--- src/rtl/bpc_pkg.sv ---
`default_nettype none
package bpc_pkg;

   localparam int RAW_W     = 24;
   localparam int CAL_W     = 16;
   localparam int TEMP_W    = 19;
   localparam int PRESS_W   = 32;
   localparam int CSR_IDX_W = 3;
   localparam int NUM_STAGES = 9;

   // Internal datapath widths, sized from the value ranges of the compensation.
   localparam int DT_W    = 25;
   localparam int BASE_W  = 36;
   localparam int SQ_W    = 36;
   localparam int CORR_W  = 40;
   localparam int SPLIT_W = 20;

   localparam logic [CSR_IDX_W-1:0] CSR_PRESSURE_SENSITIVITY   = 3'd0;
   localparam logic [CSR_IDX_W-1:0] CSR_PRESSURE_OFFSET        = 3'd1;
   localparam logic [CSR_IDX_W-1:0] CSR_SENSITIVITY_TEMP_COEFF = 3'd2;
   localparam logic [CSR_IDX_W-1:0] CSR_OFFSET_TEMP_COEFF      = 3'd3;
   localparam logic [CSR_IDX_W-1:0] CSR_REFERENCE_TEMPERATURE  = 3'd4;
   localparam logic [CSR_IDX_W-1:0] CSR_TEMPERATURE_COEFF      = 3'd5;

   localparam logic signed [19:0] TEMP_REF      = 20'sd2000;
   localparam logic signed [19:0] TEMP_LOW_DIST = 20'sd3500;

   typedef struct packed {
      logic [CAL_W-1:0] pressure_sensitivity;
      logic [CAL_W-1:0] pressure_offset;
      logic [CAL_W-1:0] sensitivity_temp_coeff;
      logic [CAL_W-1:0] offset_temp_coeff;
      logic [CAL_W-1:0] reference_temperature;
      logic [CAL_W-1:0] temperature_coeff;
   } cal_type;

   typedef struct packed {
      logic [RAW_W-1:0]         d1;
      logic signed [TEMP_W-1:0] temp_c;
      logic signed [BASE_W-1:0] off;
      logic signed [BASE_W-1:0] sens;
      logic [SQ_W-1:0]          sq;
      logic [SQ_W-1:0]          sq2;
      logic                     lt_ref;
      logic                     lt_low;
   } thermal_type;

   typedef struct packed {
      logic [RAW_W-1:0]         d1;
      logic signed [TEMP_W-1:0] temp_c;
      logic signed [CORR_W-1:0] off_c;
      logic signed [CORR_W-1:0] sens_c;
   } corr_type;

endpackage
`default_nettype wire

--- src/rtl/bpc_press.sv ---
`default_nettype none
module bpc_press
   import bpc_pkg::*;
(
   input  wire logic               clock,
   input  wire logic [2:0]         en,
   input  wire corr_type           co,
   output logic signed [TEMP_W-1:0]  temperature_centi,
   output logic signed [PRESS_W-1:0] pressure_pa
);

   // The 24 by 40 bit sensitivity product is split into two halves.
   logic [43:0]              pp_lo_ff, pp_lo_in;
   logic signed [44:0]       pp_hi_ff, pp_hi_in;
   logic signed [CORR_W-1:0] off_s6_ff, off_s7_ff;
   logic signed [TEMP_W-1:0] temp_s6_ff, temp_s7_ff, temp_ff;
   logic [63:0]              prod_ff, prod_in;
   logic signed [43:0]       q;
   logic signed [PRESS_W-1:0] press_ff;

   assign pp_lo_in = co.d1 * co.sens_c[SPLIT_W-1:0];
   assign pp_hi_in = $signed({1'b0, co.d1}) * $signed(co.sens_c[CORR_W-1:SPLIT_W]);
   assign prod_in  = {pp_hi_ff[43:0], 20'b0} + {20'b0, pp_lo_ff};

   assign q = $signed({prod_ff[63], prod_ff[63:21]})
            - $signed({{4{off_s7_ff[CORR_W-1]}}, off_s7_ff});

   // The result never needs more than 29 bits, so saturation reduces to sign extension.
   always_ff @(posedge clock) begin
      if (en[0]) begin
         pp_lo_ff   <= pp_lo_in;
         pp_hi_ff   <= pp_hi_in;
         off_s6_ff  <= co.off_c;
         temp_s6_ff <= co.temp_c;
      end
      if (en[1]) begin
         prod_ff    <= prod_in;
         off_s7_ff  <= off_s6_ff;
         temp_s7_ff <= temp_s6_ff;
      end
      if (en[2]) begin
         press_ff <= {{3{q[43]}}, q[43:15]};
         temp_ff  <= temp_s7_ff;
      end
   end

   assign temperature_centi = temp_ff;
   assign pressure_pa       = press_ff;

endmodule
`default_nettype wire

--- config.mk ---
export PLATFORM = sky130hd
export DESIGN_NAME = bpc_press
export DESIGN_NICKNAME = d
export VERILOG_FILES = /design/src/rtl/bpc_pkg.sv /design/src/rtl/bpc_press.sv
export SDC_FILE = /design/constraint.sdc
export NUM_CORES = 2
export LEC_CHECK = 0
export ABC_AREA = 1
export BUFFER_PORTS_ARGS = -buffer_cell sky130_fd_sc_hd__buf_2
export CAP_MARGIN = 20
export CORE_ASPECT_RATIO = 1.75
export CORE_UTILIZATION = 40
export CTS_CLUSTER_DIAMETER = 40
export DETAILED_ROUTE_END_ITERATION = 10
export PLACE_DENSITY = 0.62
export SLEW_MARGIN = 5
export SYNTH_ARGS = -nofsm -noshare
export SYNTH_HDL_FRONTEND = slang
export SYNTH_SLANG_ARGS = --single-unit
--- constraint.sdc ---
create_clock -name clock -period 11.4 [get_ports clock]
set_clock_uncertainty 0.1 [all_clocks]
set_input_delay 2.28 -clock clock [delete_from_list [all_inputs] [get_ports clock]]
set_output_delay 2.28 -clock clock [all_outputs]
set_load 0.05 [all_outputs]
After elaboration in Yosys (flattened, before gate mapping)
Index checks and enable logic that the tools add are counted.
W data, S select, Z words.
{"block": "op_classes", "add_sub_neg": 2, "mul": 2}
{"operator": "$add A64 B44 Y64", "count": 1}
{"operator": "$mul A24 B20 Y44", "count": 1}
{"operator": "$mul A25 B20 Y44", "count": 1}
{"operator": "$sub A43 B40 Y44", "count": 1}
{"block": "word_totals", "register_bits": 318, "output_inout_bits": 51, "elab_cells": 13}

Longest topological paths before layout
{"block": "depth", "word_depth": 1, "depth_mapped": 28, "depth_no_buf": 27}

Least setup slack after synthesis
Ideal clock, no wire load.
{"block": "synth_timing", "kind": "input -> register", "start": "input co[5] (netlist bit)", "end": "register pp_lo_ff[40] (data pin)", "arrival_ns": 7.499, "path_slack_ns": 3.549, "path_stages": 24, "n_path_buf": 1, "path_cell_list": "clkbuf_1 nand2_1 fa_1 inv_1 fa_1 inv_1 fa_1 inv_1 fa_1 fa_1 fa_1 inv_1 fa_1 inv_1 ha_1 nand2_1 nor2_1 inv_1 nor2_1 inv_1 nor3_2 nand3_1 nand4_1 nand2_1"}
{"block": "synth_via", "elab_chain_len": 1}
{"element": "start, declared", "line_no": "bpc_press.sv:7", "rtl": "input wire corr_type co,"}
{"element": "$mul A24 B20 Y44", "line_no": "bpc_press.sv:21", "rtl": "assign pp_lo_in = co.d1 * co.sens_c[SPLIT_W-1:0];"}
{"element": "via pp_lo_in[40]", "line_no": "bpc_press.sv:13", "rtl": "logic [43:0] pp_lo_ff, pp_lo_in;"}
{"element": "end signal, assigned", "line_no": "bpc_press.sv:31", "rtl": "pp_lo_ff <= pp_lo_in;"}
{"element": "end, declared", "line_no": "bpc_press.sv:13"}
The timed path passes the listed nets, and every way through them passes these cells.
A chain may end at the register's enable or synchronous reset.

Worst setup path in the final report
{"block": "layout_timing", "start": "input co[117] (netlist bit)", "end": "register pp_lo_ff[41] (data pin)"}
The elaborated chain is that of the path after synthesis.

==> key figures <==
Min path
  – Hold Path Origin: temp_s6_ff[6]
  – Hold Crit Class: reg -> reg

Floorplanning
  – Core Region: 116000 sq um
  – Die X: around 260 um
  – Row count: roughly 170
  – I/O pin cnt: 178
  – Starting Density: 40.4%
  – DIE HEIGHT: 454 um
  – Die ar.: 118000 sq um

STA
  – Rel. slew slack: roughly 20%
  – Worst Tran Pin Value: 1.20 ns
  – Hold WS: 0.316 ns
  – Tmin final: just under 9 ns
  – Fmax: 116 MHz
  – Setup TNS: 0 ns
  – RSZ-0062 raised after global routing: false
  – Final Cycle Share: 75.9%
  – Final Hold Fails: 0
  – Final count of negative-setup-slack endpoints: 0
  – Final Slew Violations: 0

Placed design
  – Placed Area: slightly below 50000 sq um
  – Post-DP HPWL: 109000 um
  – Dpl cells: just over 7000
  – Buffers on Ports: ~180
  – Final RePlAce weighted congestion: 0.973

Detailed routing
  – Vias/cell: 5.02
  – Antenna viol nets, final: 0
  – Drt initial violations: 2338
  – # DRC: 0
  – Drt pass-1 iters: 8
  – Drt total wl: roughly 140000 um
  – Via Count: 36700
  – Routed WL per cell: 18.7 um

Clocking
  – Clk Latency, worst-skew pair: 0.58 ns
  – CTS root buffer: clkbuf_16
  – Post-CTS Setup Inserts: 0
  – H-Tree Depth: 1
  – CTS resizes: 0
  – Clk sinks: 277
  – Clk slew on worst S/H paths: approximately 0.07 ns
  – CTS Buffer Depth: 3
  – CTS Hold Bufs: 0
  – CTS tree: yes
  – TritonCTS buffer count: 29

Job
  – Max_cap viols: 0

Finish
  – Final Net Count: 7096
  – Commonest non-fill, non-tap cells in the layout: inv_1, nand2_1, fa_1, ha_1, edfxtp_1
  – Most common cell after layout, fill and taps aside: inv_1
  – Final Cell Area: 49900 sq um
  – Area Growth Syn to Fin: 6.97%
  – Layout cells sized above 1: 5.28%
  – Fin cells: 7316
  – Ant diodes: 0

GRT
  – Pin count of the biggest net entering global routing: 77
  – Vias in the first global route: roughly 40000
  – GRT Util Overall: between 20% and 30%
  – Grt ovf: 0
  – Global-route wire length before repair: 214000 um
  – Initial antenna violation count: 0

Critical path
  – Worst Setup Start Kind: input pin
  – CP Capture Type: flop
  – Worst setup path category: in -> reg
  – R2r startpoint: pp_lo_ff[31]
  – Crit. Startpoint: co[117]
  – Critical Path RT: 11.62 ns
  – CP Max Fanout: 21
  – WP data arrival: 8.88 ns

Synthesis
  – Register bit total from synthesis: 277
  – Mux share of post-synthesis cell area: 0%
  – Dominant combinational cell family by area after synthesis: adder cells
  – Syn nets: 7040
  – Synthesis Warnings: 0
  – Distinct cells, synth: 50
  – Simple-gate share of the synthesized area: between 10% and 20%
  – Post-synthesis compound-gate area fraction: 4.68%
  – Post-Syn Instances: roughly 5700
  – Post-Syn Area per Cell: 8.14 sq um
  – XOR/XNOR Fraction of Synth Area: 1.67%
  – Synthesized cell area: approximately 47000 sq um
  – Sequential area share after synthesis: 17.8%
  – Adder-Cell Fraction of Synth Area: 44.2%

Outcome
  – Status: complete, no violations
## worst max-delay path, stage by stage
cell     delay, ns
buf_2         0.48
buf_4         0.42
nand2_1       0.13
fa_1          0.56
inv_1         0.05
fa_1          0.52
inv_1         0.05
fa_1          0.50
inv_1         0.06
fa_1          0.55
fa_1          0.43
fa_1          0.51
inv_1         0.06
fa_1          0.48
inv_1         0.04
ha_1          0.34
nand2_1       0.11
nor2_1        0.25
nand2_1       0.20
nor3_1        0.44
nand3_1       0.19
nand4_1       0.13
nand2_1       0.07
## synthesized netlist by cell type (all sizes together)
cell type	n	share of area (%)
a21boi	8	0.14
a21o	20	0.32
a21oi	201	2.2
a31o	1	0.019
a31oi	4	0.054
and3	2	0.027
buf	8	0.091
clkbuf	172	1.4
edfxtp	277	18
fa	785	34
ha	392	11
inv	1575	13
nand2	1539	12
nand2b	1	0.013
nand3	120	1.3
nand3b	5	0.088
nand4	39	0.52
nor2	282	2.3
nor3	36	0.46
nor3b	2	0.032
nor4	6	0.13
o211ai	6	0.11
o21a	18	0.29
o21ai	114	1.2
o21bai	16	0.28
o22ai	2	0.027
o311ai	1	0.019
o31ai	1	0.016
or2	13	0.17
or3	1	0.024
xnor2	20	0.38
xor2	69	1.3
## through the flow
step           setup WS [ns]  utilization (%)
6_report                2.75             43.2
5_1_grt                 2.45             43.2
4_1_cts                 2.70             43.2
3_5_place_dp            2.11             42.4
3_3_place_gp            2.14             42.4
2_1_floorplan           3.55                -
## routing by layer
metal  share of wire [%]  global-route usage (%)  vias up
met2                  53                    45.5     1194
met3                 4.7                    1.62      353
met1                  37                    25.7    18100
met4                 5.6                    11.8        0
met5                   0                       0        -
li1                    -                       -    17000
## cell type report
class / count / area [sq um]
Fill cell: 11700 / 65700
Multi-Input combinational cell: 3704 / 31800
Sequential cell: 277 / 8320
Inverter: 1575 / 5910
Tap cell: 1503 / 1880
Timing Repair Buffer: 205 / 1100
Clock buffer: 30 / 729
Clock inverter: 22 / 231
## worst paths after layout
path	slack, ns	cells past startpoint	endpoint
setup / recovery	2.75	23	pp_lo_ff[41]
hold / removal	0.32	0	temp_s7_ff[6]
setup reg to reg	8.62	10	prod_ff[52]
hold reg to reg	0.32	0	temp_s7_ff[6]
## flip-flops by register name (all words and copies together) (netlist names)
register and flops:
pp_hi_ff 44, prod_ff 43, off_s6_ff 40, off_s7_ff 40
pressure_pa 29, pp_lo_ff 24, temp_s6_ff 19, temp_s7_ff 19
temperature_centi 19
## kinds of logic (layout without fill, tap and decap cells)
group	count (synthesis)	in the layout
xor+xnor	89	89
buf+inv	1755	1832
fa+ha+maj	1177	1177
simple gates	2046	2046
compound gates	392	392
flops	277	277
Power is not shown: default switching activity piles up to over one toggle a cycle in this logic, so the estimate is an artifact.
