## src/rtl/bpc_pkg.sv

```systemverilog
`default_nettype none
package bpc_pkg;

   localparam int RAW_W     = 24;
   localparam int CAL_W     = 16;
   localparam int TEMP_W    = 19;
   localparam int PRESS_W   = 32;
   localparam int CSR_IDX_W = 3;
   localparam int NUM_STAGES = 9;

   // Internal datapath widths, sized from the value ranges of the compensation.
   localparam int DT_W    = 25;
   localparam int BASE_W  = 36;
   localparam int SQ_W    = 36;
   localparam int CORR_W  = 40;
   localparam int SPLIT_W = 20;

   localparam logic [CSR_IDX_W-1:0] CSR_PRESSURE_SENSITIVITY   = 3'd0;
   localparam logic [CSR_IDX_W-1:0] CSR_PRESSURE_OFFSET        = 3'd1;
   localparam logic [CSR_IDX_W-1:0] CSR_SENSITIVITY_TEMP_COEFF = 3'd2;
   localparam logic [CSR_IDX_W-1:0] CSR_OFFSET_TEMP_COEFF      = 3'd3;
   localparam logic [CSR_IDX_W-1:0] CSR_REFERENCE_TEMPERATURE  = 3'd4;
   localparam logic [CSR_IDX_W-1:0] CSR_TEMPERATURE_COEFF      = 3'd5;

   localparam logic signed [19:0] TEMP_REF      = 20'sd2000;
   localparam logic signed [19:0] TEMP_LOW_DIST = 20'sd3500;

   typedef struct packed {
      logic [CAL_W-1:0] pressure_sensitivity;
      logic [CAL_W-1:0] pressure_offset;
      logic [CAL_W-1:0] sensitivity_temp_coeff;
      logic [CAL_W-1:0] offset_temp_coeff;
      logic [CAL_W-1:0] reference_temperature;
      logic [CAL_W-1:0] temperature_coeff;
   } cal_type;

   typedef struct packed {
      logic [RAW_W-1:0]         d1;
      logic signed [TEMP_W-1:0] temp_c;
      logic signed [BASE_W-1:0] off;
      logic signed [BASE_W-1:0] sens;
      logic [SQ_W-1:0]          sq;
      logic [SQ_W-1:0]          sq2;
      logic                     lt_ref;
      logic                     lt_low;
   } thermal_type;

   typedef struct packed {
      logic [RAW_W-1:0]         d1;
      logic signed [TEMP_W-1:0] temp_c;
      logic signed [CORR_W-1:0] off_c;
      logic signed [CORR_W-1:0] sens_c;
   } corr_type;

endpackage
`default_nettype wire

```

## src/rtl/bpc_corr.sv

```systemverilog
`default_nettype none
module bpc_corr
   import bpc_pkg::*;
(
   input  wire logic        clock,
   input  wire logic [1:0]  en,
   input  wire thermal_type th,
   output corr_type         co
);

   logic [RAW_W-1:0]         d1_ff;
   logic signed [TEMP_W-1:0] temp_ff;
   logic signed [BASE_W-1:0] off_ff, sens_ff;
   logic [CORR_W-1:0]        off2_ff, off2_in;
   logic [CORR_W-1:0]        sens2_ff, sens2_in;
   logic [CORR_W-1:0]        sq_h, sq_q, sq2_w, sq2_h;
   logic [CORR_W-1:0]        off_low, sens_low;
   corr_type                 co_ff, co_in;

   assign sq_h  = {5'b0, th.sq[SQ_W-1:1]};
   assign sq_q  = {6'b0, th.sq[SQ_W-1:2]};
   assign sq2_w = {4'b0, th.sq2};
   assign sq2_h = {5'b0, th.sq2[SQ_W-1:1]};

   // Constant factors 5, 7 and 11 are formed by shift and add, 7 as eight times less one.
   assign off_low  = th.lt_low ? ({sq2_w[CORR_W-4:0], 3'b0} - sq2_w) : '0;
   assign sens_low = th.lt_low ? ({sq2_h[CORR_W-4:0], 3'b0} + {sq2_h[CORR_W-2:0], 1'b0}
                                  + sq2_h) : '0;

   assign off2_in  = th.lt_ref ? ({sq_h[CORR_W-3:0], 2'b0} + sq_h + off_low) : '0;
   assign sens2_in = th.lt_ref ? ({sq_q[CORR_W-3:0], 2'b0} + sq_q + sens_low) : '0;

   always_comb begin
      co_in        = co_ff;
      co_in.d1     = d1_ff;
      co_in.temp_c = temp_ff;
      co_in.off_c  = $signed({{(CORR_W-BASE_W){off_ff[BASE_W-1]}}, off_ff})
                   - $signed(off2_ff);
      co_in.sens_c = $signed({{(CORR_W-BASE_W){sens_ff[BASE_W-1]}}, sens_ff})
                   - $signed(sens2_ff);
   end

   always_ff @(posedge clock) begin
      if (en[0]) begin
         d1_ff    <= th.d1;
         temp_ff  <= th.temp_c;
         off_ff   <= th.off;
         sens_ff  <= th.sens;
         off2_ff  <= off2_in;
         sens2_ff <= sens2_in;
      end
      if (en[1]) begin
         co_ff <= co_in;
      end
   end

   assign co = co_ff;

endmodule
`default_nettype wire

```

## config.mk

```make
export PLATFORM = sky130hd
export DESIGN_NAME = bpc_corr
export DESIGN_NICKNAME = d
export VERILOG_FILES = /design/src/rtl/bpc_pkg.sv /design/src/rtl/bpc_corr.sv
export SDC_FILE = /design/constraint.sdc
export NUM_CORES = 1
export LEC_CHECK = 0
export BUFFER_PORTS_ARGS = -buffer_cell sky130_fd_sc_hd__clkbuf_2
export CAP_MARGIN = 20
export CELL_PAD_IN_SITES_DETAIL_PLACEMENT = 1
export CELL_PAD_IN_SITES_GLOBAL_PLACEMENT = 1
export CORE_ASPECT_RATIO = 1.1
export CORE_MARGIN = 10
export CORE_UTILIZATION = 41
export DETAILED_ROUTE_END_ITERATION = 8
export GPL_TIMING_DRIVEN = 0
export HOLD_SLACK_MARGIN = 0.06
export PLACE_DENSITY_LB_ADDON = 0.2
export SLEW_MARGIN = 20
export SYNTH_ARGS = -nofsm -noshare
export SYNTH_HDL_FRONTEND = slang
export SYNTH_SLANG_ARGS = --single-unit
```

## constraint.sdc

```tcl
create_clock -name clock -period 10.32 [get_ports clock]
set_input_delay 0.516 -clock clock [delete_from_list [all_inputs] [get_ports clock]]
set_output_delay 0.516 -clock clock [all_outputs]
set_load 0.02 [all_outputs]
```

## Word level (Yosys, flattened, before mapping)

Cells that the tools add are included.

- Add/subtract/negate cells: 9
- Mux-type cells: 2

Operators by type and width:

| cell | count |
|---|---|
| $mux W40 | 2 |
| $sub A36 B40 Y40 | 2 |
| $add A37 B40 Y40 | 1 |
| $add A38 B40 Y40 | 1 |
| $add A39 B35 Y40 | 1 |
| $sub A39 B36 Y40 | 1 |
| $add A38 B36 Y39 | 1 |
| $add A37 B35 Y38 | 1 |
| $add A36 B34 Y37 | 1 |

- Flip-flop bits (word level): 318
- Bits of input ports: 192
- Output and inout bits: 123
- Word-level logic and storage cells: 21

## Depth between registers and ports, before layout

- Word-level depth: 4
- Mapped depth: 26
- Mapped depth without buffers: 26

## Worst setup path before layout

OpenSTA, ideal clock, no wires.

- Kind: input -> register
- Start point: in th[5] in the netlist's numbering
- End point: reg sens2_ff[37], data pin
- Setup time: 0.266 ns
- Arrival: 5.460 ns
- Required time: 10.054 ns
- Path slack: 4.594 ns
- Cell stages on the path: 24
- Buffers on the path: 0
- Cell sequence: fa_1 > ha_1 > o211ai_1 > a21oi_1 > a211oi_1 > o21ai_1 > a31oi_1 > o21ai_0 > a21o_1 > a21oi_1 > xnor2_1 > and2_1 > fa_1 > ha_1 > a21o_1 > a21o_1 > a21o_1 > a221oi_1 > o21ai_0 > a31oi_1 > o221ai_1 > o21bai_1 > xnor2_1 > nor2_1

- Word-level cells in the longest chain between the ends: 4

Ends and longest elaborated chain:

| item | RTL line | text |
|---|---|---|
| start: declaration | bpc_corr.sv:7 | `input wire thermal_type th,` |
| $add A38 B36 Y39 | bpc_corr.sv:27 | `assign sens_low = th.lt_low ? ({sq2_h[CORR_W-4:0], 3'b0} + {sq2_h[CORR_W-2:0], 1'b0}` |
| $add A39 B35 Y40 * | bpc_corr.sv:28 | `+ sq2_h) : '0;` |
| $mux W40 * | bpc_corr.sv:27 |  |
| $add A37 B40 Y40 * | bpc_corr.sv:31 | `assign sens2_in = th.lt_ref ? ({sq_q[CORR_W-3:0], 2'b0} + sq_q + sens_low) : '0;` |
| end signal: assignment | bpc_corr.sv:50 | `sens2_ff <= sens2_in;` |
| end: declaration | bpc_corr.sv:15 | `logic [CORR_W-1:0] sens2_ff, sens2_in;` |

Every way passes the cells marked *; elsewhere a longest branch is shown, timed or not.
A chain may end at the register's enable or synchronous reset.

## Worst setup path after layout

- Start point: in th[3] in the netlist's numbering
- End point: reg sens2_ff[37], data pin

The elaborated chain is that of the path after synthesis.

==> reports/metrics.csv <==
stage,metric,value,unit
die,num_rows,92,
yosys,synth-main-ff-cell,edfxtp_1,
timing,rsz0062_at_grt,false,
cts,ctsResizeCount,0,
yosys,synthAdderAreaFrac,20.80,%
detailed_routing,viasPerCell,5.399,
timing,slew_headroom,37.46,%
worst_setup_path,required,10620,ps
worst_setup_path,crit_start,th[3],
global_routing,antenna_found_initial,16,
placement,portBuffers,312,
yosys,ys_types,79,
timing,drv_slew,0,
detailed_routing,drt_iter0_drc,617,
detailed_routing,wire_per_inst,20.93,µm
global_routing,grt-ovfl-total,0,
detailed_routing,drt-total-wl,69.92,mm
timing,finalSetupTns,0,ps
detailed_routing,dr.pass1.iters,4,
cts,cts_root_buffer,clkbuf_16,
cts,htreeDepth,1,
global_routing,grt_pass1_wl,108.7,mm
yosys,syn_avg_cell_area,10.74,µm²
cells_and_area,drive_gt1_share,15.27,%
yosys,synth.top_cells.by_count,"318 x edfxtp_1, 232 x ha_1, 174 x a21oi_1",
worst_hold_path,hp-class,in -> reg,
pwr,peakVddDrop,162.0,µV
global_routing,grtUsageTotal,19.83,%
timing,fin_worst_skew,18.05,ps
cts,cts_tree,done,
yosys,synth_top_area_share,40.18,%
yosys,netlist_instances,2214,
outcome,status,completed,
timing,max_freq,153.9,MHz
detailed_routing,num_vias,18040,
die,core_area,0.05733,mm²
yosys,post-synth-top-area-cell,edfxtp_1,
die,pin_count,315,
placement,place_congestion,0.8976,
yosys,synth_xor_area_share,6.744,%
cts,postCtsSetupBuffers,0,
cts,cts.sinks,318,
cts,postCtsHoldBufs,0,
yosys,synthArstFlopShare,0,%
timing,period_needed,6496,ps
yosys,syn_area,0.02377,mm²
timing,hold_viol,0,
cts,cts.path.max_buffers,3,
global_routing,grt_pass1_vias,19380,
yosys,synth_mux_area_share,0.1685,%
cts,clk_pin_slew,70,ps
detailed_routing,drc,0,
yosys,yosys.area_share.simple,11.32,%
yosys,ys_warn_count,0,
yosys,syn_nets,2740,
worst_setup_path,endpoint_kind,flop,
cts,insertion_delay,580,ps
worst_setup_path,timing.rr.start,off2_ff[0],
cts,numCtsBuffers,31,
placement,hpwlAfterDp,57.95,mm
timing,tightest_slew,935.8,ps
yosys,synth_edf_count,318,
yosys,synth_compound_area_share,17.49,%
global_routing,grt_max_degree,90,
worst_setup_path,crit_path_start_kind,primary input,
die,chipHeight,272.5,µm
worst_setup_path,cp.arrival,6800,ps
yosys,ys_seq_area_share,40.18,%
yosys,yosysMostFrequentCell,edfxtp_1,
die,die-area,0.06801,mm²
timing,fin_crit_sh,62.94,%
timing,setup_viol,0,
yosys,ys_ff_latch,318,
die,die_w,249.6,µm
pwr,p_leak,11.90,nW
cells_and_area,final_core_util,47.83,%
die,initial_utilization,41.46,%
pwr,power_density,219.7,mW/mm²
cells_and_area,area_growth,15.37,%
worst_setup_path,critical_path_class,in -> reg,
worst_setup_path,path_max_fanout,7,
yosys,synth_top_family_by_area,adder cells,
yosys,yosys-top-cells-area,"edfxtp_1 40%, ha_1 12%, fa_1 8.6%, xnor2_1 4.2%, a21oi_1 3.7%",
detailed_routing,drtAntennaViolNets,0,
flow_run,maxCapViolCount,0,
cells_and_area,nets,3088,
worst_hold_path,min-delay-start,th[89],
## state kept, by name (all words and copies together), names as in the netlist
| register | cells |
|---|---|
| sens_ff | 36 |
| d1_ff | 24 |
| sens2_ff | 40 |
| co | 123 |
| off2_ff | 40 |
| off_ff | 36 |
| temp_ff | 19 |
## metrics by stage
step           hold WS (ps)  total power [W]  instance area [µm²]  std cells  setup WS [ps]
6_report              111.9         0.006024                27420       3341           3824
5_1_grt               82.78         0.006447                27420       3341           3512
4_1_cts               76.24         0.006065                27420       3339           3840
3_5_place_dp          405.2         0.004867                26370       3281           3245
3_3_place_gp          400.6         0.004771                26270       3278           3358
2_1_floorplan         400.3         0.003972                23770       2214           4594
## cell families after synthesis
group | count (synthesis)
flops | 318
buf+inv | 208
fa+ha+maj | 334
xor+xnor | 183
compound gates | 621
simple gates | 546
mux | 4
## path summary, 6_finish.rpt
check	endpoint	slack, ps	depth (start not counted)
setup / recovery	sens2_ff[37]	3820	26
hold / removal	sens_ff[15]	110	1
setup reg to reg	co[78]	6260	12
hold reg to reg	co[114]	420	0
## critical path, cell delays in order
cell and delay (ps):
clkbuf_2 120, inv_1 100, fa_1 580, inv_1 60, ha_1 300, a211oi_1 380
o211ai_1 250, a41oi_2 390, o31a_1 260, o21bai_1 80, a21oi_1 170, xnor2_1 180
and2_1 180, fa_1 450, ha_1 290, clkbuf_1 180, a21o_1 220, a21oi_1 140
o21ai_0 140, a311oi_2 500, o21ai_0 200, a31oi_1 390, o221ai_1 250, o21bai_1 250
xnor2_1 150, nor2_1 60
## power by group
| group | internal (W) | switching [W] | total, W |
|---|---|---|---|
| clock network | 0.000674 | 0.000490 | 0.00116 |
| logic | 0.00117 | 0.00180 | 0.00297 |
| registers | 0.00179 | 0.0000972 | 0.00189 |
## cell usage in the layout, fill, tap and decap left out, types with 17 or more instances in the layout
cell type  netlist  layout
edfxtp_1       318     318
a21oi_1        174     174
o21a_1          32      32
o21ai_0         96      96
clkbuf_16        0      31
o21bai_1        32      32
a21o_1          98      98
inv_1          172     172
o211ai_1        17      17
nor3_1          47      47
a211oi_1        32      32
clkbuf_2         0     310
nand2_1         96      96
nand3_1         45      45
ha_1           232     232
nor2b_1         24      24
xor2_1          68      68
nand2b_1        31      31
clkbuf_1        32      33
xnor2_1        115     115
fa_1           102     102
and3_1          24      24
a31oi_1         26      26
and2_1          57      57
nor2_1         173     173
## metal layers
| metal | part of all wire (%) | wire (µm) | vias to the layer above | track usage (%) |
|---|---|---|---|---|
| met5 | 0.31 | 220 | - | 0 |
| met4 | 1.9 | 1332 | 28 | 4.643 |
| met3 | 3.2 | 2203 | 85 | 2.736 |
| met2 | 51 | 35500 | 270 | 36.16 |
| met1 | 44 | 30670 | 8839 | 24.32 |
| li1 | - | - | 8817 | - |
## area by class of cell
class / instances / area, µm²
plain buffers: 35 / 133.9
multi-input cells: 1688 / 13440
clock buffers: 32 / 779.5
flip-flops and latches: 318 / 9549
inverters: 173 / 649.4
repair buffers: 315 / 1662
fillers: 6411 / 29900
clock inverters: 26 / 265.3
well taps: 752 / 940.9
diodes: 2 / 5.005
No activity file was read; power rests on OpenSTA's default activity.
